### src/hdl/mtt_pkg.sv
package mtt_pkg;

    localparam int NUM_SYMS    = 36;
    localparam int MAX_SYMS    = 5;
    localparam int QUEUE_DEPTH = 2;

    localparam logic [7:0] CH_DOT   = 8'h2E;
    localparam logic [7:0] CH_DASH  = 8'h2D;
    localparam logic [7:0] CH_SPACE = 8'h20;
    localparam logic [7:0] CH_TAB   = 8'h09;
    localparam logic [7:0] CH_NL    = 8'h0A;
    localparam logic [7:0] CH_A     = 8'h41;
    localparam logic [7:0] CH_Z     = 8'h5A;
    localparam logic [7:0] CH_ZERO  = 8'h30;
    localparam logic [7:0] CH_ONE   = 8'h31;
    localparam logic [7:0] CH_NINE  = 8'h39;

    localparam logic [5:0] IDX_FIRST_DIGIT = 6'd26;
    localparam logic [5:0] IDX_ZERO        = 6'd35;

    // Each entry is {length, symbols}; symbol k is bit k, a dash is 1.
    localparam logic [7:0] CODE_TABLE [NUM_SYMS] = '{
        {3'd2, 5'd2},  {3'd4, 5'd1},  {3'd4, 5'd5},  {3'd3, 5'd1},  {3'd1, 5'd0},
        {3'd4, 5'd4},  {3'd3, 5'd3},  {3'd4, 5'd0},  {3'd2, 5'd0},  {3'd4, 5'd14},
        {3'd3, 5'd5},  {3'd4, 5'd2},  {3'd2, 5'd3},  {3'd2, 5'd1},  {3'd3, 5'd7},
        {3'd4, 5'd6},  {3'd4, 5'd11}, {3'd3, 5'd2},  {3'd3, 5'd0},  {3'd1, 5'd1},
        {3'd3, 5'd4},  {3'd4, 5'd8},  {3'd3, 5'd6},  {3'd4, 5'd9},  {3'd4, 5'd13},
        {3'd4, 5'd3},
        {3'd5, 5'd30}, {3'd5, 5'd28}, {3'd5, 5'd24}, {3'd5, 5'd16}, {3'd5, 5'd0},
        {3'd5, 5'd1},  {3'd5, 5'd3},  {3'd5, 5'd7},  {3'd5, 5'd15}, {3'd5, 5'd31}
    };

    typedef struct packed {
        logic [4:0] sym_bits;
        logic [2:0] sym_len;
        logic       has_char;
        logic [7:0] ch;
        logic       has_space;
        logic       has_nl;
    } t_job;

    typedef struct packed {
        logic       found;
        logic [7:0] ch;
    } t_match;

    function automatic logic [7:0] index_to_char(input logic [5:0] idx);
        logic [7:0] ch;
        if (idx < IDX_FIRST_DIGIT) begin
            ch = CH_A + {2'b00, idx};
        end else if (idx < IDX_ZERO) begin
            ch = CH_ONE + {2'b00, idx - IDX_FIRST_DIGIT};
        end else begin
            ch = CH_ZERO;
        end
        return ch;
    endfunction

    function automatic t_match code_to_char(input logic [2:0] len, input logic [4:0] bits);
        t_match m;
        m = '0;
        for (int i = 0; i < NUM_SYMS; i++) begin
            if (CODE_TABLE[i] == {len, bits}) begin
                m.found = 1'b1;
                m.ch    = index_to_char(6'(i));
            end
        end
        return m;
    endfunction

endpackage

### src/hdl/mtt_if.sv
interface mtt_text_if;
    logic       valid;
    logic       ready;
    logic [7:0] text_byte;
    modport source (output valid, output text_byte, input ready);
    modport sink (input valid, input text_byte, output ready);
endinterface

interface mtt_sym_if;
    logic       valid;
    logic       ready;
    logic [7:0] out_byte;
    logic       last;
    modport source (output valid, output out_byte, output last, input ready);
    modport sink (input valid, input out_byte, input last, output ready);
endinterface

interface mtt_cfg_if;
    logic valid;
    logic ready;
    logic mode;
    modport source (output valid, output mode, input ready);
    modport sink (input valid, input mode, output ready);
endinterface

### src/hdl/mtt_front.sv
module mtt_front (
    input  logic          i_clk,
    input  logic          i_rst_n,
    input  logic          i_mode,
    input  logic          i_full,
    mtt_text_if.sink      i_in,
    output logic          o_push,
    output mtt_pkg::t_job o_job
);

    logic [4:0] r_bits, n_bits;
    logic [2:0] r_len, n_len;
    logic       r_bad, n_bad;

    logic          w_acc;
    logic [7:0]    w_c;
    logic [5:0]    w_idx;
    logic          w_enc_hit;
    logic [7:0]    w_entry;
    mtt_pkg::t_match w_match;
    mtt_pkg::t_job   w_job;

    assign i_in.ready = !i_full;
    assign w_acc      = i_in.valid && !i_full;
    assign w_c        = i_in.text_byte;
    assign w_match    = mtt_pkg::code_to_char(r_len, r_bits);

    always_comb begin
        w_idx     = '0;
        w_enc_hit = 1'b0;
        if (w_c inside {[mtt_pkg::CH_A:mtt_pkg::CH_Z]}) begin
            w_idx     = 6'(w_c - mtt_pkg::CH_A);
            w_enc_hit = 1'b1;
        end else if (w_c inside {[mtt_pkg::CH_ONE:mtt_pkg::CH_NINE]}) begin
            w_idx     = mtt_pkg::IDX_FIRST_DIGIT + 6'(w_c - mtt_pkg::CH_ONE);
            w_enc_hit = 1'b1;
        end else if (w_c == mtt_pkg::CH_ZERO) begin
            w_idx     = mtt_pkg::IDX_ZERO;
            w_enc_hit = 1'b1;
        end
        w_entry = mtt_pkg::CODE_TABLE[w_idx];
    end

    always_comb begin
        w_job  = '0;
        n_bits = r_bits;
        n_len  = r_len;
        n_bad  = r_bad;
        if (!i_mode) begin
            if (w_enc_hit) begin
                w_job.sym_bits  = w_entry[4:0];
                w_job.sym_len   = w_entry[7:5];
                w_job.has_space = 1'b1;
            end else if (w_c == mtt_pkg::CH_NL) begin
                w_job.has_nl = 1'b1;
            end
        end else begin
            if (w_c == mtt_pkg::CH_DOT || w_c == mtt_pkg::CH_DASH) begin
                if (r_len >= 3'(mtt_pkg::MAX_SYMS)) begin
                    n_bad = 1'b1;
                end else begin
                    if (w_c == mtt_pkg::CH_DASH) begin
                        n_bits = r_bits | (5'd1 << r_len);
                    end
                    n_len = r_len + 3'd1;
                end
            end else if (w_c inside {mtt_pkg::CH_SPACE, mtt_pkg::CH_TAB, mtt_pkg::CH_NL}) begin
                if (!r_bad && r_len != 3'd0 && w_match.found) begin
                    w_job.has_char  = 1'b1;
                    w_job.ch        = w_match.ch;
                    w_job.has_space = 1'b1;
                end
                w_job.has_nl = (w_c == mtt_pkg::CH_NL);
                n_bits = '0;
                n_len  = '0;
                n_bad  = 1'b0;
            end else begin
                n_bad = 1'b1;
            end
        end
    end

    assign o_job  = w_job;
    assign o_push = w_acc && (w_job.sym_len != 3'd0 || w_job.has_char
                              || w_job.has_space || w_job.has_nl);

    always_ff @(posedge i_clk) begin
        if (!i_rst_n) begin
            r_bits <= '0;
            r_len  <= '0;
            r_bad  <= 1'b0;
        end else if (w_acc) begin
            r_bits <= n_bits;
            r_len  <= n_len;
            r_bad  <= n_bad;
        end
    end

endmodule

### src/hdl/mtt_queue.sv
module mtt_queue (
    input  logic          i_clk,
    input  logic          i_rst_n,
    input  logic          i_push,
    input  mtt_pkg::t_job i_job,
    input  logic          i_pop,
    output mtt_pkg::t_job o_job,
    output logic          o_empty,
    output logic          o_full
);

    localparam int PTR_W = $clog2(mtt_pkg::QUEUE_DEPTH);
    localparam int CNT_W = $clog2(mtt_pkg::QUEUE_DEPTH + 1);

    mtt_pkg::t_job    r_mem [mtt_pkg::QUEUE_DEPTH];
    logic [PTR_W-1:0] r_wr, r_rd;
    logic [CNT_W-1:0] r_cnt;

    assign o_empty = (r_cnt == '0);
    assign o_full  = (r_cnt == CNT_W'(mtt_pkg::QUEUE_DEPTH));
    assign o_job   = r_mem[r_rd];

    always_ff @(posedge i_clk) begin
        if (i_push) begin
            r_mem[r_wr] <= i_job;
        end
    end

    always_ff @(posedge i_clk) begin
        if (!i_rst_n) begin
            r_wr  <= '0;
            r_rd  <= '0;
            r_cnt <= '0;
        end else begin
            if (i_push) begin
                r_wr <= r_wr + PTR_W'(1);
            end
            if (i_pop) begin
                r_rd <= r_rd + PTR_W'(1);
            end
            if (i_push && !i_pop) begin
                r_cnt <= r_cnt + CNT_W'(1);
            end else if (i_pop && !i_push) begin
                r_cnt <= r_cnt - CNT_W'(1);
            end
        end
    end

endmodule

### src/hdl/mtt_back.sv
module mtt_back (
    input  logic          i_clk,
    input  logic          i_rst_n,
    input  mtt_pkg::t_job i_job,
    input  logic          i_empty,
    output logic          o_pop,
    mtt_sym_if.source     o_out
);

    logic       r_act, n_act;
    logic [4:0] r_bits, n_bits;
    logic [2:0] r_len, n_len;
    logic       r_hc, n_hc;
    logic [7:0] r_ch, n_ch;
    logic       r_sp, n_sp;
    logic       r_nl, n_nl;
    logic       r_ov, n_ov;
    logic [7:0] r_ob, n_ob;
    logic       r_ol, n_ol;

    logic       w_sym;
    logic [7:0] w_byte;
    logic [2:0] w_flags_after;
    logic       w_last;
    logic       w_load;
    logic       w_pop;

    always_comb begin
        w_sym = (r_len != 3'd0);
        if (w_sym) begin
            w_byte        = r_bits[0] ? mtt_pkg::CH_DASH : mtt_pkg::CH_DOT;
            w_flags_after = {r_hc, r_sp, r_nl};
        end else if (r_hc) begin
            w_byte        = r_ch;
            w_flags_after = {1'b0, r_sp, r_nl};
        end else if (r_sp) begin
            w_byte        = mtt_pkg::CH_SPACE;
            w_flags_after = {2'b00, r_nl};
        end else begin
            w_byte        = mtt_pkg::CH_NL;
            w_flags_after = 3'b000;
        end
        w_last = (!w_sym || r_len == 3'd1) && (w_flags_after == 3'b000);
        w_load = r_act && (!r_ov || o_out.ready);
        w_pop  = !i_empty && (!r_act || (w_load && w_last));
    end

    always_comb begin
        n_act  = r_act;
        n_bits = r_bits;
        n_len  = r_len;
        n_hc   = r_hc;
        n_ch   = r_ch;
        n_sp   = r_sp;
        n_nl   = r_nl;
        n_ov   = r_ov;
        n_ob   = r_ob;
        n_ol   = r_ol;
        if (w_load) begin
            n_ov = 1'b1;
            n_ob = w_byte;
            n_ol = w_last;
            if (w_sym) begin
                n_bits = r_bits >> 1;
                n_len  = r_len - 3'd1;
            end else begin
                {n_hc, n_sp, n_nl} = w_flags_after;
            end
            if (w_last) begin
                n_act = 1'b0;
            end
        end else if (o_out.ready) begin
            n_ov = 1'b0;
        end
        if (w_pop) begin
            n_act  = 1'b1;
            n_bits = i_job.sym_bits;
            n_len  = i_job.sym_len;
            n_hc   = i_job.has_char;
            n_ch   = i_job.ch;
            n_sp   = i_job.has_space;
            n_nl   = i_job.has_nl;
        end
    end

    always_ff @(posedge i_clk) begin
        if (!i_rst_n) begin
            r_act <= 1'b0;
            r_ov  <= 1'b0;
        end else begin
            r_act <= n_act;
            r_ov  <= n_ov;
        end
        r_bits <= n_bits;
        r_len  <= n_len;
        r_hc   <= n_hc;
        r_ch   <= n_ch;
        r_sp   <= n_sp;
        r_nl   <= n_nl;
        r_ob   <= n_ob;
        r_ol   <= n_ol;
    end

    assign o_pop          = w_pop;
    assign o_out.valid    = r_ov;
    assign o_out.out_byte = r_ob;
    assign o_out.last     = r_ol;

endmodule

### src/hdl/morse_text_translator.sv
// An accepted byte's first result passes through the queue, the output
// sequencer's job registers and then the output register. Results leave at
// one per cycle while the output is ready, and a byte causes one to six
// results. A byte without results skips the sequencer, and bytes are taken
// every cycle while the queue has room. Reset is synchronous and active low:
// it clears the mode, the token state, the queue and the output valid flag.
module morse_text_translator (
    input  logic      i_clk,
    input  logic      i_rst_n,
    mtt_text_if.sink  i_in,
    mtt_sym_if.source o_out,
    mtt_cfg_if.sink   i_cfg
);

    logic          r_mode;
    logic          w_push;
    logic          w_pop;
    logic          w_empty;
    logic          w_full;
    mtt_pkg::t_job w_job_in;
    mtt_pkg::t_job w_job_out;

    assign i_cfg.ready = 1'b1;

    always_ff @(posedge i_clk) begin
        if (!i_rst_n) begin
            r_mode <= 1'b0;
        end else if (i_cfg.valid) begin
            r_mode <= i_cfg.mode;
        end
    end

    mtt_front u_front (
        .i_clk   (i_clk),
        .i_rst_n (i_rst_n),
        .i_mode  (r_mode),
        .i_full  (w_full),
        .i_in    (i_in),
        .o_push  (w_push),
        .o_job   (w_job_in)
    );

    mtt_queue u_queue (
        .i_clk   (i_clk),
        .i_rst_n (i_rst_n),
        .i_push  (w_push),
        .i_job   (w_job_in),
        .i_pop   (w_pop),
        .o_job   (w_job_out),
        .o_empty (w_empty),
        .o_full  (w_full)
    );

    mtt_back u_back (
        .i_clk   (i_clk),
        .i_rst_n (i_rst_n),
        .i_job   (w_job_out),
        .i_empty (w_empty),
        .o_pop   (w_pop),
        .o_out   (o_out)
    );

`ifndef NO_ASSERTIONS
    a_no_overflow: assert property (@(posedge i_clk) disable iff (!i_rst_n)
        w_push |-> !w_full)
        else $error("Job queue written while full.");

    a_no_underflow: assert property (@(posedge i_clk) disable iff (!i_rst_n)
        w_pop |-> !w_empty)
        else $error("Job queue read while empty.");

    a_reset_quiet: assert property (@(posedge i_clk)
        !i_rst_n |=> !o_out.valid)
        else $error("Output valid right after reset.");

    a_mode_write: assert property (@(posedge i_clk) disable iff (!i_rst_n)
        i_cfg.valid && i_cfg.ready |=> r_mode == $past(i_cfg.mode))
        else $error("Mode register did not take the written value.");
`endif

endmodule
### src/flat_wrapper.sv
// flat-port wrapper written by rule: the top's interface ports become plain ports
module morse_text_translator_flat 
  (i_clk, i_rst_n, i_in_valid, i_in_text_byte, i_in_ready, o_out_valid, o_out_out_byte, o_out_last, o_out_ready, i_cfg_valid, i_cfg_mode, i_cfg_ready);
  mtt_text_if i_in_i ();
  mtt_sym_if o_out_i ();
  mtt_cfg_if i_cfg_i ();
  input  logic i_clk;
  input  logic i_rst_n;
  input wire logic [$bits(i_in_i.valid)-1:0] i_in_valid;
  input wire logic [$bits(i_in_i.text_byte)-1:0] i_in_text_byte;
  output wire logic [$bits(i_in_i.ready)-1:0] i_in_ready;
  output wire logic [$bits(o_out_i.valid)-1:0] o_out_valid;
  output wire logic [$bits(o_out_i.out_byte)-1:0] o_out_out_byte;
  output wire logic [$bits(o_out_i.last)-1:0] o_out_last;
  input wire logic [$bits(o_out_i.ready)-1:0] o_out_ready;
  input wire logic [$bits(i_cfg_i.valid)-1:0] i_cfg_valid;
  input wire logic [$bits(i_cfg_i.mode)-1:0] i_cfg_mode;
  output wire logic [$bits(i_cfg_i.ready)-1:0] i_cfg_ready;
  assign i_in_i.valid = i_in_valid;
  assign i_in_i.text_byte = i_in_text_byte;
  assign i_in_ready = i_in_i.ready;
  assign o_out_valid = o_out_i.valid;
  assign o_out_out_byte = o_out_i.out_byte;
  assign o_out_last = o_out_i.last;
  assign o_out_i.ready = o_out_ready;
  assign i_cfg_i.valid = i_cfg_valid;
  assign i_cfg_i.mode = i_cfg_mode;
  assign i_cfg_ready = i_cfg_i.ready;
  morse_text_translator u_core (.i_clk(i_clk), .i_rst_n(i_rst_n), .i_in(i_in_i), .o_out(o_out_i), .i_cfg(i_cfg_i));
endmodule
### config.mk
export PLATFORM = sky130hd
export DESIGN_NAME = morse_text_translator_flat
export DESIGN_NICKNAME = d
export VERILOG_FILES = /design/src/hdl/mtt_pkg.sv /design/src/hdl/mtt_if.sv /design/src/hdl/mtt_front.sv /design/src/hdl/mtt_queue.sv /design/src/hdl/mtt_back.sv /design/src/hdl/morse_text_translator.sv /design/src/flat_wrapper.sv
export SDC_FILE = /design/constraint.sdc
export NUM_CORES = 1
export LEC_CHECK = 0
export BUFFER_PORTS_ARGS = -buffer_cell sky130_fd_sc_hd__buf_4
export CAP_MARGIN = 20
export CELL_PAD_IN_SITES_DETAIL_PLACEMENT = 1
export CELL_PAD_IN_SITES_GLOBAL_PLACEMENT = 2
export CORE_ASPECT_RATIO = 1.4
export CORE_UTILIZATION = 30
export CTS_BUF_LIST = sky130_fd_sc_hd__clkbuf_4 sky130_fd_sc_hd__clkbuf_8 sky130_fd_sc_hd__clkbuf_16
export DETAILED_ROUTE_END_ITERATION = 12
export GPL_TIMING_DRIVEN = 0
export PLACE_DENSITY_LB_ADDON = 0.1
export SLEW_MARGIN = 20
export SYNTH_ARGS = -nofsm -noshare
export SYNTH_HDL_FRONTEND = slang
export SYNTH_SLANG_ARGS = --single-unit
export TNS_END_PERCENT = 30
### constraint.sdc
create_clock -name i_clk -period 2.8 [get_ports i_clk]
set_clock_uncertainty 0.05 [all_clocks]
set_input_delay 0.42 -clock i_clk [delete_from_list [all_inputs] [get_ports i_clk]]
set_output_delay 0.42 -clock i_clk [all_outputs]
set_load 0.02 [all_outputs]
==> flow_summary_export.csv <==
group,metric,value,unit
status,outcome,"finished, violations left",
status,violations,"setup timing",
power,peakVddDrop,0.3127,mV
global_route,use_met2,30.91,%
power,combPwrFrac,29.6,%
worst_setup_path,crit_chain,"buf_12 -> clkinvlp_4 -> ha_4 -> nor3b_4 -> buf_6 -> a21oi_4 -> and2_4 -> o32a_4 -> buf_12 -> ha_4 -> o21ai_2 -> o221a_2 -> a2111oi_4",
clock_network,clk_pin_slew,0.06,ns
clock_network,clk_latency,0.34,ns
synthesis,postSynthAreaPerCell,9.837,µm²
place,place.gp.congestion,0.8150,
worst_setup_path,cpMaxStageDelayCell,"o32a_4",
routing,drtIter0Drc,141,
die,die_h,153.7,µm
synthesis,syn_inst,501,
sta,hold_viol,0,
synthesis,yosysSeqAreaShare,44.68,%
place,dp_slack,-1.172,ns
routing,viasPerCell,5.229,
sta,finalSetupViolCount,7,
sta,fmax,344.6,MHz
power,seqPwrFrac,41.1,%
layout,layout_commonest_cell,"buf_4",
global_route,top_usage_layer,"met2",
power,power.density,651.2,mW/mm²
layout,mostFrequentLayoutCells,"buf_4 (63), edfxtp_1 (62), nand2_1 (41), nor2_1 (34), a21oi_1 (30)",
clock_network,cts_buffers,9,
layout,synthToLayoutAreaGrowth,30.62,%
synthesis,synth-edff-count,62,
synthesis,synth_area_leader_cell,"edfxtp_1",
routing,dr.pass1.iters,4,
routing,postRouteWirelength,14080,µm
synthesis,synth.distinct_cells,77,
worst_setup_path,worstSetupStartpointType,"primary input",
global_route,met3_usage,2.671,%
min_path,hold_class,"primary input to register",
sta,rsz0062_at_grt,"true",
layout,fin_cells,782,
sta,max_slew.worst_pin.slew,0.7087,ns
global_route,grt_overflow_total,0,
power,intPower,0.002821,W
routing,drc,0,
worst_setup_path,crit_buf_inv,4,
power,switching_share,32.71,%
sta,whs,0.3060,ns
layout,diodes,0,
die,rows,55,
clock_network,cts_max_path_buffers,2,
place,portBuffers,22,
place,place_inst,722,
worst_setup_path,crit_path_end_kind,"register",
worst_setup_path,cp.arrival,2.99,ns
synthesis,synth_area,0.004928,mm²
die,start_util,30.61,%
synthesis,synth-async-reset-ratio,0,%
synthesis,yosys_warnings,0,
worst_setup_path,cp_top_family,"compound AO/OA/AOI/OAI gates",
clock_network,cts_root_buf,"clkbuf_16",
job,maxCapViolations,0,
sta,fin_crit,2.902,ns
synthesis,synth_seq_cells,79,
global_route,antenna_found_initial,0,
worst_setup_path,max_stage_delay,0.40,ns
layout,final_util,39.98,%
synthesis,synthDominantCellAreaShare,37.78,%
worst_setup_path,crit_fanout,5,
power,p_clk_share,29.3,%
clock_network,cts_tree,"done",
sta,fin_ws,-0.1021,ns
global_route,use_met1,19.80,%
global_route,gr-usage-all-layers,17.14,%
routing,wl_per_cell,18.00,µm
clock_network,h-tree-depth,3,
synthesis,yosys-top-cells-area,"edfxtp_1 (38%), dfxtp_1 (6.9%), ha_1 (5.1%)",
layout,final_nets,612,
global_route,grt_pass1_wl,22310,µm
global_route,grt_pass1_vias,4200,
layout,drive_gt1_share,30.87,%
power,leakage,2.264,nW
die,die_x,110.3,µm
global_route,grt_max_degree,17,
sta,timing.final.crit_share,103.6,%
die,ios,26,
sta,maxSlewViolCount,0,
place,dp_hpwl,10200,µm
power,total_power,0.004192,W
power,switchingPower,0.001371,W
worst_setup_path,worstPathRequired,2.89,ns
routing,vias,4089,
worst_setup_path,path_class,"primary input to register",
die,core_region_area,0.01610,mm²
synthesis,synth_ff_type,"edfxtp_1",
die,dieArea,0.01695,mm²
synthesis,synth_nets,535,
sta,relSlewSlack,52.44,%
clock_network,cts_sinks,79,
routing,final_antenna_net_count,0,
Yosys cell counts (3+ instances only):
master and number:
a21oi_1 34, xnor2_1 5, nand2_1 41, and2_1 8, a22oi_1 4, a31oi_1 10, ha_1 20, buf_2 10
buf_1 3, o211ai_1 9, or3_1 6, clkbuf_1 9, nand3_1 11, o21ai_1 7, nor2_1 38, o21a_1 6
buf_4 3, nand2b_1 15, a21o_1 4, o21ai_0 23, o22ai_1 3, inv_1 17, o32ai_1 3, dfxtp_1 17
edfxtp_1 62, mux2i_1 14, nor3_1 15, and3_1 7, a21boi_0 3, a211oi_1 9, nor2b_1 14, mux2_2 7
inv_2 4
what timing repair did:
action,4_1_cts,5_1_grt
gates resized for setup,30,69
hold buffers,0,0
setup buffers,17,28
endpoints found under the setup margin,71,69
pin swaps,11,32
power groups by stage:
stage / registers (W) / logic (W) / clock network [W]
after floorplan: 0.00175 / 0.000764 / 0
after global placement: 0.00174 / 0.00111 / 0
after detailed placement: 0.00175 / 0.00112 / 0
after CTS: 0.00172 / 0.00117 / 0.00127
after global routing: 0.00176 / 0.00141 / 0.00130
final: 0.00172 / 0.00124 / 0.00123
per-stage QoR:
step	cell area (µm²)	TNS, ns
final	6437	-0.3654
after global routing	6437	-1.309
after CTS	5931	-1.505
after detailed placement	5345	-47.77
after global placement	5345	-43.46
after floorplan	4931	-1.114
tightest hold or removal path: stages:
cell and delay, ns:
buf_4 0.07, mux2i_1 0.05, nor2b_1 0.11
routing by layer:
metal	share of wire (%)	routed length, µm
met5	0	0
met4	2.1	301
met3	2.2	308
met2	54	7654
met1	41	5812
area by class of cell:
cell class                 count  area (µm²)
inverter                      23       97.59
clock buffer                   9       225.2
fill                        1835        9666
tap                          199       249.0
sequential                    79        2208
buffer                        26       170.2
multi-input combinational    372        2811
timing repair buffer          67       591.8
clock inverter                 7       83.83
state kept, by name (all words and copies together), names as in the netlist, 2 cells and up, named ones only:
register / flops
u_core.u_queue.r_cnt: 2
u_core.u_back.r_ch: 7
u_core.u_back.o_out.out_byte: 7
u_core.u_front.r_bits: 5
u_core.u_back.r_bits: 5
u_core.u_back.r_len: 3
u_core.u_front.r_len: 3
u_core.u_queue.r_mem: 36
kinds of logic after synthesis:
group | after synthesis | share of synthesized area, %
DFF | 79 | 44.68
xor gates and xnor gates | 7 | 1.244
buffers and inverters | 50 | 4.595
AOI/OAI and AO/OA | 142 | 20.28
muxes | 21 | 4.443
adders and majority gates | 20 | 5.077
and+or+nand+nor | 180 | 19.52
other | 2 | 0.1524
final timing paths:
path	start	endpoint	slack [ns]	cells after the start
max	i_in_text_byte[1]	u_core.u_queue.r_mem[1][15]$_DFFE_PP_	-0.10	13
min	i_cfg_mode	u_core.r_mode$_SDFFE_PN0P_	0.31	3
max reg2reg	u_core.u_front.r_len[2]$_SDFFE_PN0P_	u_core.u_queue.r_cnt[1]$_SDFFE_PN0P_	-0.04	11
min reg2reg	u_core.u_front.r_bad$_SDFFE_PN0P_	u_core.u_front.r_bad$_SDFFE_PN0P_	0.42	2
(Power assumes the default switching activity.)
